--- src/hdl/assert_macros.svh ---
// Assertion macros shared by the RTL of the iBUS/SBUS frame parser.
// No dependencies; simulation builds define the checks, synthesis gets empty bodies.
`ifndef ASSERT_MACROS_SVH
`define ASSERT_MACROS_SVH
`ifndef SYNTHESIS
`define ISFP_ASSERT(lbl, clk, rstn, prop, msg) \
	lbl: assert property (@(posedge clk) disable iff (!(rstn)) (prop)) else $error(msg);
`define ISFP_NEVER(lbl, clk, rstn, cond, msg) \
	`ISFP_ASSERT(lbl, clk, rstn, !(cond), msg)
`else
`define ISFP_ASSERT(lbl, clk, rstn, prop, msg)
`define ISFP_NEVER(lbl, clk, rstn, cond, msg)
`endif
`endif

--- src/hdl/isfp_pkg.sv ---
// Types and constants of the iBUS/SBUS frame parser.
// No dependencies; isfp_front, isfp_queue, isfp_back and the top module import it.
`timescale 1ns / 1ps
package isfp_pkg;
	localparam logic [5:0]  IBUS_SIZE   = 6'd32;
	localparam logic [5:0]  SBUS_SIZE   = 6'd25;
	localparam logic [7:0]  IBUS_HEAD   = 8'h20;
	localparam logic [7:0]  IBUS_HEAD2  = 8'h40;
	localparam logic [7:0]  SBUS_HEAD   = 8'h0F;
	localparam logic [15:0] CK_BASE     = 16'hFFFF;
	localparam logic [7:0]  END_A       = 8'h00;
	localparam logic [7:0]  END_B       = 8'h04;
	localparam logic [7:0]  END_C       = 8'h14;
	localparam logic [7:0]  END_D       = 8'h24;
	localparam logic [7:0]  END_E       = 8'h34;
	localparam int          LOST_BIT    = 2;
	localparam int          FS_BIT      = 3;
	localparam logic [10:0] SBUS_MID    = 11'd172;
	localparam logic [10:0] SBUS_ROUND  = 11'd819;
	localparam logic [10:0] SBUS_DIV    = 11'd1639;
	localparam logic [15:0] US_BASE     = 16'd1000;
	localparam logic [9:0]  US_SCALE    = 10'd1000;
	// floor(2^32 / 1639)
	localparam logic [21:0] DIV_RECIP   = 22'd2620480;
	localparam logic [3:0]  IBUS_LAST   = 4'd13;
	localparam logic [3:0]  SBUS_LAST   = 4'd15;

	localparam logic [1:0] REG_PROTOCOL = 2'd0;
	localparam logic [1:0] REG_CH_MIN   = 2'd1;
	localparam logic [1:0] REG_CH_MAX   = 2'd2;
	localparam logic [1:0] REG_GAP      = 2'd3;

	localparam logic [1:0] ST_VALID    = 2'd0;
	localparam logic [1:0] ST_RANGE    = 2'd1;
	localparam logic [1:0] ST_LOST     = 2'd2;
	localparam logic [1:0] ST_FAILSAFE = 2'd3;

	typedef struct packed {
		logic [15:0] raw;
		logic        last;
		logic        sbus;
		logic        lost;
		logic        fs;
		logic [31:0] time_ms;
	} qent_t;

	typedef struct packed {
		logic full;
		logic empty;
	} qstat_t;
endpackage

--- src/hdl/isfp_in_if.sv ---
// Byte input channel of the frame parser.
// Depends on nothing.
`timescale 1ns / 1ps
interface isfp_in_if;
	logic        valid;
	logic        ready;
	logic [7:0]  data_byte;
	logic [31:0] time_ms;
	modport source (output valid, data_byte, time_ms, input ready);
	modport sink (input valid, data_byte, time_ms, output ready);
endinterface

--- src/hdl/isfp_out_if.sv ---
// Channel result output of the frame parser.
// Depends on nothing.
`timescale 1ns / 1ps
interface isfp_out_if;
	logic        valid;
	logic        ready;
	logic [1:0]  status;
	logic [3:0]  channel_index;
	logic [15:0] channel_value;
	logic        lost_flag;
	logic        failsafe_flag;
	logic [31:0] frame_time_ms;
	logic        last_of_frame;
	modport source (output valid, status, channel_index, channel_value, lost_flag,
		failsafe_flag, frame_time_ms, last_of_frame, input ready);
	modport sink (input valid, status, channel_index, channel_value, lost_flag,
		failsafe_flag, frame_time_ms, last_of_frame, output ready);
endinterface

--- src/hdl/isfp_cfg_if.sv ---
// Configuration write channel of the frame parser.
// Depends on nothing.
`timescale 1ns / 1ps
interface isfp_cfg_if;
	logic        valid;
	logic        ready;
	logic [1:0]  index;
	logic [15:0] data;
	modport source (output valid, index, data, input ready);
	modport sink (input valid, index, data, output ready);
endinterface

--- src/hdl/isfp_front.sv ---
// Front end: byte intake, frame assembly, checksum/end check, resync, channel unpacking.
// Depends on isfp_pkg and isfp_in_if.
`timescale 1ns / 1ps
module isfp_front import isfp_pkg::*; (
	input  logic        clk,
	input  logic        arst_n,
	isfp_in_if.sink     rx,
	input  logic        protocol,
	input  logic [15:0] gap_limit_ms,
	output logic        push,
	output qent_t       push_data,
	input  qstat_t      qstat
);
	localparam logic [2:0] FS_IDLE    = 3'd0;
	localparam logic [2:0] FS_SUM     = 3'd1;
	localparam logic [2:0] FS_CMP     = 3'd2;
	localparam logic [2:0] FS_RESYNC  = 3'd3;
	localparam logic [2:0] FS_EXTRACT = 3'd4;

	logic [2:0]  state_q;
	logic [7:0]  buf_q [32];
	logic [5:0]  fill_q;
	logic [31:0] prev_q;
	logic        seen_q;
	logic        proto_q;
	logic [31:0] time_q;
	logic        lost_q;
	logic        fs_q;
	logic [15:0] sum_q;
	logic [4:0]  cnt_q;
	logic [23:0] acc_q;
	logic [4:0]  nbits_q;
	logic [3:0]  chn_q;

	logic        acc_in;
	logic        gap_hit;
	logic [5:0]  size;
	logic [5:0]  f0;
	logic [5:0]  f;
	logic [7:0]  head;
	logic        wr_en;
	logic [4:0]  wr_idx;
	logic [5:0]  fill_nx;
	logic        done;
	logic        end_ok;
	logic        ck_good;
	logic [5:0]  kept_n;
	logic        rs_match;
	logic [7:0]  feed;
	logic [23:0] comb;
	logic [4:0]  tot;
	logic [4:0]  cw;
	logic        pop_now;
	logic        ext_go;
	logic [4:0]  nbytes_m1;

	assign rx.ready = (state_q == FS_IDLE);
	assign acc_in   = rx.valid && rx.ready;

	// Classify the incoming byte against the partial frame
	always_comb begin
		gap_hit = (fill_q != 6'd0) && seen_q &&
			((rx.time_ms - prev_q) >= {16'd0, gap_limit_ms});
		size    = protocol ? SBUS_SIZE : IBUS_SIZE;
		head    = protocol ? SBUS_HEAD : IBUS_HEAD;
		f0      = gap_hit ? 6'd0 : fill_q;
		f       = (f0 >= size) ? 6'd0 : f0;
		wr_en   = 1'b0;
		wr_idx  = 5'd0;
		fill_nx = 6'd0;
		done    = 1'b0;
		if (f == 6'd0) begin
			wr_en   = (rx.data_byte == head);
			fill_nx = wr_en ? 6'd1 : 6'd0;
		end else if (!protocol && f == 6'd1) begin
			if (rx.data_byte == IBUS_HEAD2) begin
				wr_en   = 1'b1;
				wr_idx  = 5'd1;
				fill_nx = 6'd2;
			end else if (rx.data_byte == IBUS_HEAD) begin
				wr_en   = 1'b1;
				fill_nx = 6'd1;
			end
		end else begin
			wr_en   = 1'b1;
			wr_idx  = f[4:0];
			fill_nx = f + 6'd1;
			done    = (fill_nx == size);
		end
		end_ok = rx.data_byte inside {END_A, END_B, END_C, END_D, END_E};
	end

	// Checksum compare and resync match
	always_comb begin
		ck_good = ({buf_q[31], buf_q[30]} == (CK_BASE - sum_q));
		kept_n  = fill_q - 6'd1;
		if (proto_q) begin
			rs_match = (buf_q[1] == SBUS_HEAD);
		end else begin
			rs_match = (buf_q[1] == IBUS_HEAD) && ((kept_n < 6'd2) || (buf_q[2] == IBUS_HEAD2));
		end
	end

	// Channel unpacking, one frame byte per step
	always_comb begin
		feed      = proto_q ? buf_q[1] : buf_q[2];
		comb      = acc_q | ({16'd0, feed} << nbits_q);
		tot       = nbits_q + 5'd8;
		cw        = proto_q ? 5'd11 : 5'd16;
		pop_now   = (tot >= cw);
		ext_go    = (state_q == FS_EXTRACT) && (!pop_now || !qstat.full);
		nbytes_m1 = proto_q ? 5'd21 : 5'd27;
		push      = ext_go && pop_now;
		push_data.raw     = proto_q ? {5'd0, comb[10:0]} : comb[15:0];
		push_data.last    = (chn_q == (proto_q ? SBUS_LAST : IBUS_LAST));
		push_data.sbus    = proto_q;
		push_data.lost    = lost_q;
		push_data.fs      = fs_q;
		push_data.time_ms = time_q;
	end

	// Frame buffer: write, rotate for the checksum, shift for resync and unpacking
	always_ff @(posedge clk) begin
		case (state_q)
			FS_IDLE: begin
				if (acc_in && wr_en) begin
					buf_q[wr_idx] <= rx.data_byte;
				end
			end
			FS_SUM: begin
				for (int i = 0; i < 31; i++) begin
					buf_q[i] <= buf_q[i + 1];
				end
				buf_q[31] <= buf_q[0];
			end
			FS_RESYNC: begin
				for (int i = 0; i < 31; i++) begin
					buf_q[i] <= buf_q[i + 1];
				end
			end
			FS_EXTRACT: begin
				if (ext_go) begin
					for (int i = 0; i < 31; i++) begin
						buf_q[i] <= buf_q[i + 1];
					end
				end
			end
			default: ;
		endcase
	end

	// Control sequencer
	always_ff @(posedge clk or negedge arst_n) begin
		if (!arst_n) begin
			state_q <= FS_IDLE;
			fill_q  <= 6'd0;
			prev_q  <= 32'd0;
			seen_q  <= 1'b0;
			proto_q <= 1'b0;
			time_q  <= 32'd0;
			lost_q  <= 1'b0;
			fs_q    <= 1'b0;
			sum_q   <= 16'd0;
			cnt_q   <= 5'd0;
			acc_q   <= 24'd0;
			nbits_q <= 5'd0;
			chn_q   <= 4'd0;
		end else begin
			case (state_q)
				FS_IDLE: begin
					if (acc_in) begin
						prev_q  <= rx.time_ms;
						seen_q  <= 1'b1;
						fill_q  <= fill_nx;
						proto_q <= protocol;
						time_q  <= rx.time_ms;
						sum_q   <= 16'd0;
						cnt_q   <= 5'd0;
						acc_q   <= 24'd0;
						nbits_q <= 5'd0;
						chn_q   <= 4'd0;
						lost_q  <= 1'b0;
						fs_q    <= 1'b0;
						if (done) begin
							if (!protocol) begin
								state_q <= FS_SUM;
							end else if (end_ok) begin
								lost_q  <= buf_q[23][LOST_BIT];
								fs_q    <= buf_q[23][FS_BIT];
								state_q <= FS_EXTRACT;
							end else begin
								state_q <= FS_RESYNC;
							end
						end
					end
				end
				FS_SUM: begin
					if (cnt_q < 5'd30) begin
						sum_q <= sum_q + {8'd0, buf_q[0]};
					end
					cnt_q <= cnt_q + 5'd1;
					if (cnt_q == 5'd31) begin
						state_q <= FS_CMP;
					end
				end
				FS_CMP: begin
					cnt_q   <= 5'd0;
					state_q <= ck_good ? FS_EXTRACT : FS_RESYNC;
				end
				FS_RESYNC: begin
					fill_q <= kept_n;
					if (kept_n == 6'd0 || rs_match) begin
						state_q <= FS_IDLE;
					end
				end
				FS_EXTRACT: begin
					if (ext_go) begin
						if (pop_now) begin
							acc_q   <= comb >> cw;
							nbits_q <= tot - cw;
							chn_q   <= chn_q + 4'd1;
						end else begin
							acc_q   <= comb;
							nbits_q <= tot;
						end
						cnt_q <= cnt_q + 5'd1;
						if (cnt_q == nbytes_m1) begin
							fill_q  <= 6'd0;
							state_q <= FS_IDLE;
						end
					end
				end
				default: state_q <= FS_IDLE;
			endcase
		end
	end
endmodule

--- src/hdl/isfp_queue.sv ---
// Short channel queue between front end and back end.
// Depends on isfp_pkg.
`timescale 1ns / 1ps
module isfp_queue import isfp_pkg::*; #(
	parameter int DEPTH = 4
) (
	input  logic   clk,
	input  logic   arst_n,
	input  logic   push,
	input  qent_t  push_data,
	input  logic   pop,
	output qent_t  head,
	output qstat_t qstat
);
	localparam int AW = (DEPTH > 1) ? $clog2(DEPTH) : 1;
	localparam int CW = $clog2(DEPTH + 1);
	localparam logic [AW-1:0] LAST_SLOT = AW'(DEPTH - 1);
	localparam logic [CW-1:0] FULL_CNT  = CW'(DEPTH);

	qent_t         mem_q [DEPTH];
	logic [AW-1:0] wr_q;
	logic [AW-1:0] rd_q;
	logic [CW-1:0] cnt_q;
	logic          do_push;
	logic          do_pop;

	assign qstat.full  = (cnt_q == FULL_CNT);
	assign qstat.empty = (cnt_q == '0);
	assign do_push     = push && !qstat.full;
	assign do_pop      = pop && !qstat.empty;
	assign head        = mem_q[rd_q];

	// Store entries
	always_ff @(posedge clk) begin
		if (do_push) begin
			mem_q[wr_q] <= push_data;
		end
	end

	// Advance pointers and occupancy
	always_ff @(posedge clk or negedge arst_n) begin
		if (!arst_n) begin
			wr_q  <= '0;
			rd_q  <= '0;
			cnt_q <= '0;
		end else begin
			if (do_push) begin
				wr_q <= (wr_q == LAST_SLOT) ? '0 : wr_q + AW'(1);
			end
			if (do_pop) begin
				rd_q <= (rd_q == LAST_SLOT) ? '0 : rd_q + AW'(1);
			end
			if (do_push && !do_pop) begin
				cnt_q <= cnt_q + CW'(1);
			end else if (do_pop && !do_push) begin
				cnt_q <= cnt_q - CW'(1);
			end
		end
	end
endmodule

--- src/hdl/isfp_back.sv ---
// Back end: SBUS microsecond scaling, range check, channel result emission.
// Depends on isfp_pkg and isfp_out_if.
`timescale 1ns / 1ps
module isfp_back import isfp_pkg::*; (
	input  logic        clk,
	input  logic        arst_n,
	input  qent_t       head,
	input  qstat_t      qstat,
	output logic        pop,
	input  logic [15:0] rng_lo,
	input  logic [15:0] rng_hi,
	isfp_out_if.source  res
);
	localparam logic [2:0] BS_IN  = 3'd0;
	localparam logic [2:0] BS_MUL = 3'd1;
	localparam logic [2:0] BS_REM = 3'd2;
	localparam logic [2:0] BS_COR = 3'd3;
	localparam logic [2:0] BS_WR  = 3'd4;
	localparam logic [2:0] BS_OUT = 3'd5;

	logic [2:0]  st_q;
	qent_t       ent_q;
	logic [20:0] x_q;
	logic        neg_q;
	logic [10:0] q0_q;
	logic [20:0] rem_q;
	logic [15:0] val_q;
	logic [15:0] chan_q [16];
	logic [3:0]  idx_q;
	logic [3:0]  oidx_q;
	logic [3:0]  last_idx_q;
	logic        ok_q;
	logic        m_lost_q;
	logic        m_fs_q;
	logic [31:0] m_time_q;
	logic        o_vld_q;
	logic [1:0]  o_status_q;
	logic [3:0]  o_idx_q;
	logic [15:0] o_val_q;
	logic        o_lost_q;
	logic        o_fs_q;
	logic [31:0] o_time_q;
	logic        o_last_q;

	logic [10:0] raw11;
	logic [10:0] offs;
	logic [42:0] prod;
	logic [21:0] back_mul;
	logic [10:0] mag;
	logic        in_rng;
	logic        load;
	logic [1:0]  fr_status;

	assign pop = (st_q == BS_IN) && !qstat.empty;

	// Scaling datapath pieces
	always_comb begin
		raw11     = head.raw[10:0];
		offs      = (raw11 >= SBUS_MID) ? (raw11 - SBUS_MID) : (SBUS_MID - raw11);
		prod      = 43'(x_q) * 43'(DIV_RECIP);
		back_mul  = 22'(q0_q) * 22'(SBUS_DIV);
		mag       = (rem_q >= 21'(SBUS_DIV)) ? (q0_q + 11'd1) : q0_q;
		in_rng    = (val_q >= rng_lo) && (val_q <= rng_hi);
		load      = !o_vld_q || res.ready;
		if (m_fs_q) begin
			fr_status = ST_FAILSAFE;
		end else if (m_lost_q) begin
			fr_status = ST_LOST;
		end else begin
			fr_status = ok_q ? ST_VALID : ST_RANGE;
		end
	end

	// Payload registers
	always_ff @(posedge clk) begin
		case (st_q)
			BS_IN: begin
				if (pop) begin
					ent_q <= head;
					x_q   <= 21'(offs) * 21'(US_SCALE) + 21'(SBUS_ROUND);
					neg_q <= (raw11 < SBUS_MID);
					val_q <= head.raw;
				end
			end
			BS_MUL: q0_q <= prod[42:32];
			BS_REM: rem_q <= x_q - 21'(back_mul);
			BS_COR: val_q <= neg_q ? (US_BASE - 16'(mag)) : (US_BASE + 16'(mag));
			BS_WR: chan_q[idx_q] <= val_q;
			default: ;
		endcase
		if (load && st_q == BS_OUT) begin
			o_status_q <= fr_status;
			o_idx_q    <= oidx_q;
			o_val_q    <= chan_q[oidx_q];
			o_lost_q   <= m_lost_q;
			o_fs_q     <= m_fs_q;
			o_time_q   <= m_time_q;
			o_last_q   <= (oidx_q == last_idx_q);
		end
	end

	// Sequencer: convert, collect, then emit a frame
	always_ff @(posedge clk or negedge arst_n) begin
		if (!arst_n) begin
			st_q       <= BS_IN;
			idx_q      <= 4'd0;
			oidx_q     <= 4'd0;
			last_idx_q <= 4'd0;
			ok_q       <= 1'b1;
			m_lost_q   <= 1'b0;
			m_fs_q     <= 1'b0;
			m_time_q   <= 32'd0;
			o_vld_q    <= 1'b0;
		end else begin
			if (load) begin
				o_vld_q <= (st_q == BS_OUT);
			end
			case (st_q)
				BS_IN: begin
					if (pop) begin
						st_q <= head.sbus ? BS_MUL : BS_WR;
					end
				end
				BS_MUL: st_q <= BS_REM;
				BS_REM: st_q <= BS_COR;
				BS_COR: st_q <= BS_WR;
				BS_WR: begin
					ok_q <= ok_q && in_rng;
					if (ent_q.last) begin
						last_idx_q <= idx_q;
						m_lost_q   <= ent_q.lost;
						m_fs_q     <= ent_q.fs;
						m_time_q   <= ent_q.time_ms;
						oidx_q     <= 4'd0;
						st_q       <= BS_OUT;
					end else begin
						idx_q <= idx_q + 4'd1;
						st_q  <= BS_IN;
					end
				end
				BS_OUT: begin
					if (load) begin
						if (oidx_q == last_idx_q) begin
							idx_q <= 4'd0;
							ok_q  <= 1'b1;
							st_q  <= BS_IN;
						end else begin
							oidx_q <= oidx_q + 4'd1;
						end
					end
				end
				default: st_q <= BS_IN;
			endcase
		end
	end

	assign res.valid         = o_vld_q;
	assign res.status        = o_status_q;
	assign res.channel_index = o_idx_q;
	assign res.channel_value = o_val_q;
	assign res.lost_flag     = o_lost_q;
	assign res.failsafe_flag = o_fs_q;
	assign res.frame_time_ms = o_time_q;
	assign res.last_of_frame = o_last_q;
endmodule

--- src/hdl/ibus_sbus_frame_parser_top.sv ---
// A finished iBUS frame goes through checksum rotation and compare, then its 28 channel bytes
// are unpacked; SBUS goes straight to unpacking its 22. Unpacking stalls while the queue
// is full. Throughput: one byte per cycle while no frame is checked, resynced or unpacked;
// the back end takes each iBUS channel through intake and write, each SBUS channel also through
// multiply, remainder and correction (scaling multiplier chain), then emits one result per cycle
// while res.ready allows. Reset: asynchronous, active low, no clear pass.
`timescale 1ns / 1ps
`include "assert_macros.svh"
module ibus_sbus_frame_parser_top import isfp_pkg::*; #(
	parameter int QUEUE_DEPTH = 4
) (
	input  logic        clk,
	input  logic        arst_n,
	isfp_in_if.sink     rx,
	isfp_out_if.source  res,
	isfp_cfg_if.sink    cfg
);
	logic        protocol_q;
	logic [15:0] ch_min_q;
	logic [15:0] ch_max_q;
	logic [15:0] gap_q;
	logic        push;
	qent_t       push_data;
	logic        pop;
	qent_t       head;
	qstat_t      qstat;
	logic        last_ok;

	assign cfg.ready = 1'b1;

	// Configuration registers
	always_ff @(posedge clk or negedge arst_n) begin
		if (!arst_n) begin
			protocol_q <= 1'b0;
			ch_min_q   <= 16'd0;
			ch_max_q   <= 16'hFFFF;
			gap_q      <= 16'd3;
		end else if (cfg.valid && cfg.ready) begin
			case (cfg.index)
				REG_PROTOCOL: protocol_q <= cfg.data[0];
				REG_CH_MIN:   ch_min_q   <= cfg.data;
				REG_CH_MAX:   ch_max_q   <= cfg.data;
				REG_GAP:      gap_q      <= cfg.data;
				default: ;
			endcase
		end
	end

	isfp_front u_front (
		.clk          (clk),
		.arst_n       (arst_n),
		.rx           (rx),
		.protocol     (protocol_q),
		.gap_limit_ms (gap_q),
		.push         (push),
		.push_data    (push_data),
		.qstat        (qstat)
	);

	isfp_queue #(.DEPTH(QUEUE_DEPTH)) u_queue (
		.clk       (clk),
		.arst_n    (arst_n),
		.push      (push),
		.push_data (push_data),
		.pop       (pop),
		.head      (head),
		.qstat     (qstat)
	);

	isfp_back u_back (
		.clk    (clk),
		.arst_n (arst_n),
		.head   (head),
		.qstat  (qstat),
		.pop    (pop),
		.rng_lo (ch_min_q),
		.rng_hi (ch_max_q),
		.res    (res)
	);

	// Last result of a frame carries the final channel of either format
	assign last_ok = (res.channel_index == IBUS_LAST) || (res.channel_index == SBUS_LAST);

	`ISFP_NEVER(a_queue_ovf, clk, arst_n, push && qstat.full, "channel queue overflow")
	`ISFP_ASSERT(a_last_idx, clk, arst_n, (res.valid && res.last_of_frame) |-> last_ok, "bad last")
	`ISFP_ASSERT(a_fs_status, clk, arst_n, (res.valid && res.failsafe_flag) |-> (res.status == ST_FAILSAFE), "failsafe frame without failsafe status")
endmodule
--- src/flat_wrapper.sv ---
// flat-port wrapper written by rule: the top's interface ports become plain ports
module ibus_sbus_frame_parser_top_flat import isfp_pkg::*;
#(
	parameter int QUEUE_DEPTH = 4
)
  (clk, arst_n, rx_valid, rx_data_byte, rx_time_ms, rx_ready, res_valid, res_status, res_channel_index, res_channel_value, res_lost_flag, res_failsafe_flag, res_frame_time_ms, res_last_of_frame, res_ready, cfg_valid, cfg_index, cfg_data, cfg_ready);
  isfp_in_if rx_i ();
  isfp_out_if res_i ();
  isfp_cfg_if cfg_i ();
  input  logic clk;
  input  logic arst_n;
  input wire logic [$bits(rx_i.valid)-1:0] rx_valid;
  input wire logic [$bits(rx_i.data_byte)-1:0] rx_data_byte;
  input wire logic [$bits(rx_i.time_ms)-1:0] rx_time_ms;
  output wire logic [$bits(rx_i.ready)-1:0] rx_ready;
  output wire logic [$bits(res_i.valid)-1:0] res_valid;
  output wire logic [$bits(res_i.status)-1:0] res_status;
  output wire logic [$bits(res_i.channel_index)-1:0] res_channel_index;
  output wire logic [$bits(res_i.channel_value)-1:0] res_channel_value;
  output wire logic [$bits(res_i.lost_flag)-1:0] res_lost_flag;
  output wire logic [$bits(res_i.failsafe_flag)-1:0] res_failsafe_flag;
  output wire logic [$bits(res_i.frame_time_ms)-1:0] res_frame_time_ms;
  output wire logic [$bits(res_i.last_of_frame)-1:0] res_last_of_frame;
  input wire logic [$bits(res_i.ready)-1:0] res_ready;
  input wire logic [$bits(cfg_i.valid)-1:0] cfg_valid;
  input wire logic [$bits(cfg_i.index)-1:0] cfg_index;
  input wire logic [$bits(cfg_i.data)-1:0] cfg_data;
  output wire logic [$bits(cfg_i.ready)-1:0] cfg_ready;
  assign rx_i.valid = rx_valid;
  assign rx_i.data_byte = rx_data_byte;
  assign rx_i.time_ms = rx_time_ms;
  assign rx_ready = rx_i.ready;
  assign res_valid = res_i.valid;
  assign res_status = res_i.status;
  assign res_channel_index = res_i.channel_index;
  assign res_channel_value = res_i.channel_value;
  assign res_lost_flag = res_i.lost_flag;
  assign res_failsafe_flag = res_i.failsafe_flag;
  assign res_frame_time_ms = res_i.frame_time_ms;
  assign res_last_of_frame = res_i.last_of_frame;
  assign res_i.ready = res_ready;
  assign cfg_i.valid = cfg_valid;
  assign cfg_i.index = cfg_index;
  assign cfg_i.data = cfg_data;
  assign cfg_ready = cfg_i.ready;
  ibus_sbus_frame_parser_top #(.QUEUE_DEPTH(QUEUE_DEPTH)) u_core (.clk(clk), .arst_n(arst_n), .rx(rx_i), .res(res_i), .cfg(cfg_i));
endmodule
--- config.mk ---
export PLATFORM = sky130hd
export DESIGN_NAME = ibus_sbus_frame_parser_top_flat
export DESIGN_NICKNAME = d
export VERILOG_FILES = /design/src/hdl/isfp_pkg.sv /design/src/hdl/isfp_in_if.sv /design/src/hdl/isfp_out_if.sv /design/src/hdl/isfp_cfg_if.sv /design/src/hdl/isfp_front.sv /design/src/hdl/isfp_queue.sv /design/src/hdl/isfp_back.sv /design/src/hdl/ibus_sbus_frame_parser_top.sv /design/src/flat_wrapper.sv
export VERILOG_INCLUDE_DIRS = /design/src /design/src/hdl
export SDC_FILE = /design/constraint.sdc
export NUM_CORES = 2
export LEC_CHECK = 0
export BUFFER_PORTS_ARGS = -buffer_cell sky130_fd_sc_hd__buf_2
export CORE_MARGIN = 1
export CORE_UTILIZATION = 50
export CTS_BUF_LIST = sky130_fd_sc_hd__clkbuf_8
export DETAILED_ROUTE_END_ITERATION = 8
export GPL_ROUTABILITY_DRIVEN = 0
export PLACE_DENSITY = 0.67
export SLEW_MARGIN = 20
export SYNTH_ARGS = -nofsm -noshare
export SYNTH_HDL_FRONTEND = slang
export SYNTH_HIERARCHICAL = 1
export SYNTH_SLANG_ARGS = --single-unit
--- constraint.sdc ---
create_clock -name clk -period 14.33 [get_ports clk]
set_clock_uncertainty 0.05 [all_clocks]
set_input_delay 0.7165 -clock clk [delete_from_list [all_inputs] [get_ports clk]]
set_output_delay 0.7165 -clock clk [all_outputs]
set_load 0.01 [all_outputs]
==> impl_metrics.csv <==
group,metric,value,unit
global_route,antenna_found_initial,7,
critical_path,cp.required,14750,ps
timing,finalHoldViolCount,0,
critical_path,cp_max_fo,16,
clock_network,post_cts_buffers,0,
critical_path,r2r_cells,33,
critical_path,max_stage_delay,1090,ps
clock_network,htreeDepth,4,
logic_synthesis,synth_fp_nets,5165,
timing,rsz0062_at_grt,"no",
timing,worstMarginPinSlew,1040,ps
timing,slew_viol_final,0,
detailed_routing,drt_wl_total,127,mm
critical_path,cp-end-kind,"register",
detailed_routing,via_per_inst,5.55,
detailed_routing,num_vias,35400,
timing,finalSetupTns,0,ps
critical_path,crit-reg2reg-launch,"u_core/u_front/time_q[0]",
timing,setup_viol,0,
cells_and_area,drive_gt1_share,15.4,%
critical_path,crit_end,"u_core/u_front/buf_q[23][2]",
die,die_w,343,um
cells_and_area,layout_common_cells,"edfxtp_1 (879), nand2_1 (733), inv_1 (527), ha_1 (365), fa_1 (203)",
die,start_util,50.6,%
clock_network,path_clk_slew,60,ps
logic_synthesis,ys_warn_count,6,
job,maxCapViolCount,0,
die,top_level_ports,123,
logic_synthesis,netlist_area,0.0582,mm2
logic_synthesis,yosys.area.top_type,"edfxtp_1",
placed_design,dp_cells,6038,
global_route,gr-total-overflow,0,
cells_and_area,final_core_util,55.8,%
detailed_routing,drcViolationCount,0,
logic_synthesis,ys_async_sr_fraction,19.0,%
cells_and_area,fin_nets,5349,
critical_path,startpoint,"u_core/u_front/time_q[0]",
clock_network,cts.path.max_buffers,3,
clock_network,cts_made_buffers,169,
global_route,grt_pass1_vias,35800,
clock_network,cts_tree,"done",
cells_and_area,area_growth,10.1,%
cells_and_area,instances_no_fill,6369,
die,rows,124,
clock_network,cts.sinks,1085,
logic_synthesis,synth_seq_cells,1085,
logic_synthesis,synth_flop_cell,"edfxtp_1",
critical_path,criticalPathCategory,"register to register",
timing,max_freq,101,MHz
logic_synthesis,synthCells,4534,
status,outcome,"completed",
global_route,grt_pass1_wl,201,mm
placed_design,io_buffers,121,
logic_synthesis,synth_edf_count,879,
global_route,grt_max_degree,106,
critical_path,regToRegEndpoint,"u_core/u_front/buf_q[23][2]",
global_route,grt_use_total,22.0,%
critical_path,start_kind,"register",
logic_synthesis,synth_top_cell_area_share,45.4,%
cells_and_area,fill_cells,9432,
detailed_routing,antenna_left,0,
detailed_routing,first_iter_violations,2483,
timing,fin_crit_sh,68.8,%
cells_and_area,layout_commonest_cell,"edfxtp_1",
critical_path,reg2reg_slack,4470,ps
logic_synthesis,synthTopCellsByArea,"edfxtp_1 (45%), dfrtp_1 (8.0%), ha_1 (7.9%)",
placed_design,dpl.hpwl,85.3,mm
detailed_routing,firstDrtPassIters,5,
clock_network,clkLatencyLatePin,860,ps
die,core-area,0.115,mm2
detailed_routing,wl_per_cell,19.9,um
logic_synthesis,syn_area_per_cell,12.8,um2
die,fp.dieH,343,um
logic_synthesis,ys_seq_area_share,54.3,%
logic_synthesis,ys_types,105,
die,die_area,0.118,mm2
critical_path,cp_slowest_cell,"o31ai_1",
clock_network,cts_resized,0,
critical_path,cp.arrival,10280,ps
timing,maxSlewHeadroom,30.3,%
timing,post-route-min-period,9860,ps
clock_network,cts_root_buffer,"clkbuf_8",
hold_path,min_path_type,"input port to register",
## timing repair
| action | in CTS | in global routing |
|---|---|---|
| hold buffers | 20 | 0 |
| hold endpoints to repair | 96 | 0 |
| endpoints found under the setup margin | 0 | 0 |
## how the worst min path moves through the flow
stage,start,endpoint,slack (ps),cells past startpoint
2_1_floorplan,arst_n,u_core/ch_min_q[0],370,0
3_3_place_gp,u_core/u_back/m_time_q[29],u_core/u_back/res.frame_time_ms[29],370,0
3_5_place_dp,u_core/u_back/m_time_q[1],u_core/u_back/res.frame_time_ms[1],380,0
4_1_cts,rx_time_ms[26],u_core/u_front/time_q[26],0.7,3
5_1_grt,cfg_data[7],u_core/ch_max_q[7],50,2
6_report,rx_time_ms[11],u_core/u_front/time_q[11],80,3
## flip-flops by register name, indices dropped and copies added, names as in the netlist, 16 cells and up
signal / flops
u_core/gap_q: 16
u_core/u_back/x_q: 18
u_core/u_back/res.channel_value: 16
u_core/u_front/sum_q: 16
u_core/u_queue/mem_q: 208
u_core/u_back/m_time_q: 32
u_core/u_back/val_q: 16
u_core/ch_max_q: 16
u_core/u_front/acc_q: 24
u_core/u_back/res.frame_time_ms: 32
u_core/u_back/ent_q: 35
u_core/u_front/time_q: 32
u_core/ch_min_q: 16
u_core/u_back/rem_q: 21
u_core/u_front/buf_q: 256
u_core/u_back/chan_q: 256
## worst max-delay path, delay by kind of cell (launching register included)
family | cells | cell delay (ps)
flip-flops | 1 | 420
XOR/XNOR | 1 | 160
buffers and inverters | 1 | 70
AND/OR/NAND/NOR | 13 | 3210
adder cells (fa/ha/maj) | 5 | 1510
AO/OA/AOI/OAI | 13 | 4080
## area by class of cell
type                    instances  area (um2)  share of cell area (%)
multi-input cells            2810       24300                    37.9
clock buffers                 186        2560                    4.00
inverters                     468        1760                    2.74
diodes                          4        10.0                  0.0156
well taps                    1512        1890                    2.95
clock inverters               120         786                    1.23
flip-flops and latches       1085       31600                    49.3
repair buffers                184        1160                    1.81
## routing by layer
metal | global-route usage (%) | share of wire (%)
met5 | 0 | 0.013
met4 | 7.66 | 2.8
met3 | 3.08 | 4.6
met2 | 35.7 | 48
met1 | 30.5 | 44
## per-stage QoR
step	worst slack, ps	hold slack (ps)	cell area (um2)
4_1_cts	4280	0.655	63800
3_3_place_gp	3880	374	60300
5_1_grt	3820	51.4	64000
6_report	4470	83.2	64000
3_5_place_dp	3740	377	60300
2_1_floorplan	5750	368	58200
## synthesized netlist by cell type, types with 19 or more instances
cell / instances
nor2b_1: 24
o21ai_0: 136
dfrtp_1: 187
edfxtp_1: 879
o31ai_1: 41
mux4_2: 137
o21bai_1: 19
nor2_1: 161
fa_1: 203
a211oi_1: 26
xor2_1: 58
nand4_1: 36
mux2_1: 20
a21oi_1: 149
mux2_2: 50
a21o_1: 43
nand2b_1: 29
dfstp_2: 19
o21ai_1: 21
nand3_1: 57
and2_1: 20
nand2_1: 738
and3_1: 21
ha_1: 365
inv_1: 466
xnor2_1: 93
or2_2: 19
mux2_4: 32
nor3_1: 49
clkbuf_1: 124
o21a_1: 21
## cells by family (layout without fill, tap and decap cells)
kind of cell | Yosys count | in the layout | share of synthesized area (%)
xor gates and xnor gates | 155 | 155 | 2.39
muxes | 257 | 257 | 7.80
AOI/OAI and AO/OA | 603 | 603 | 6.90
adders and majority gates | 568 | 568 | 14.8
buffers and inverters | 639 | 958 | 4.39
DFF | 1085 | 1085 | 54.3
other | 1 | 5 | 0.00645
and+or+nand+nor | 1226 | 1226 | 9.38
Power is left out: the tool's default activity adds up to more than one toggle a clock period on the data nets, which glitch-free logic cannot reach.
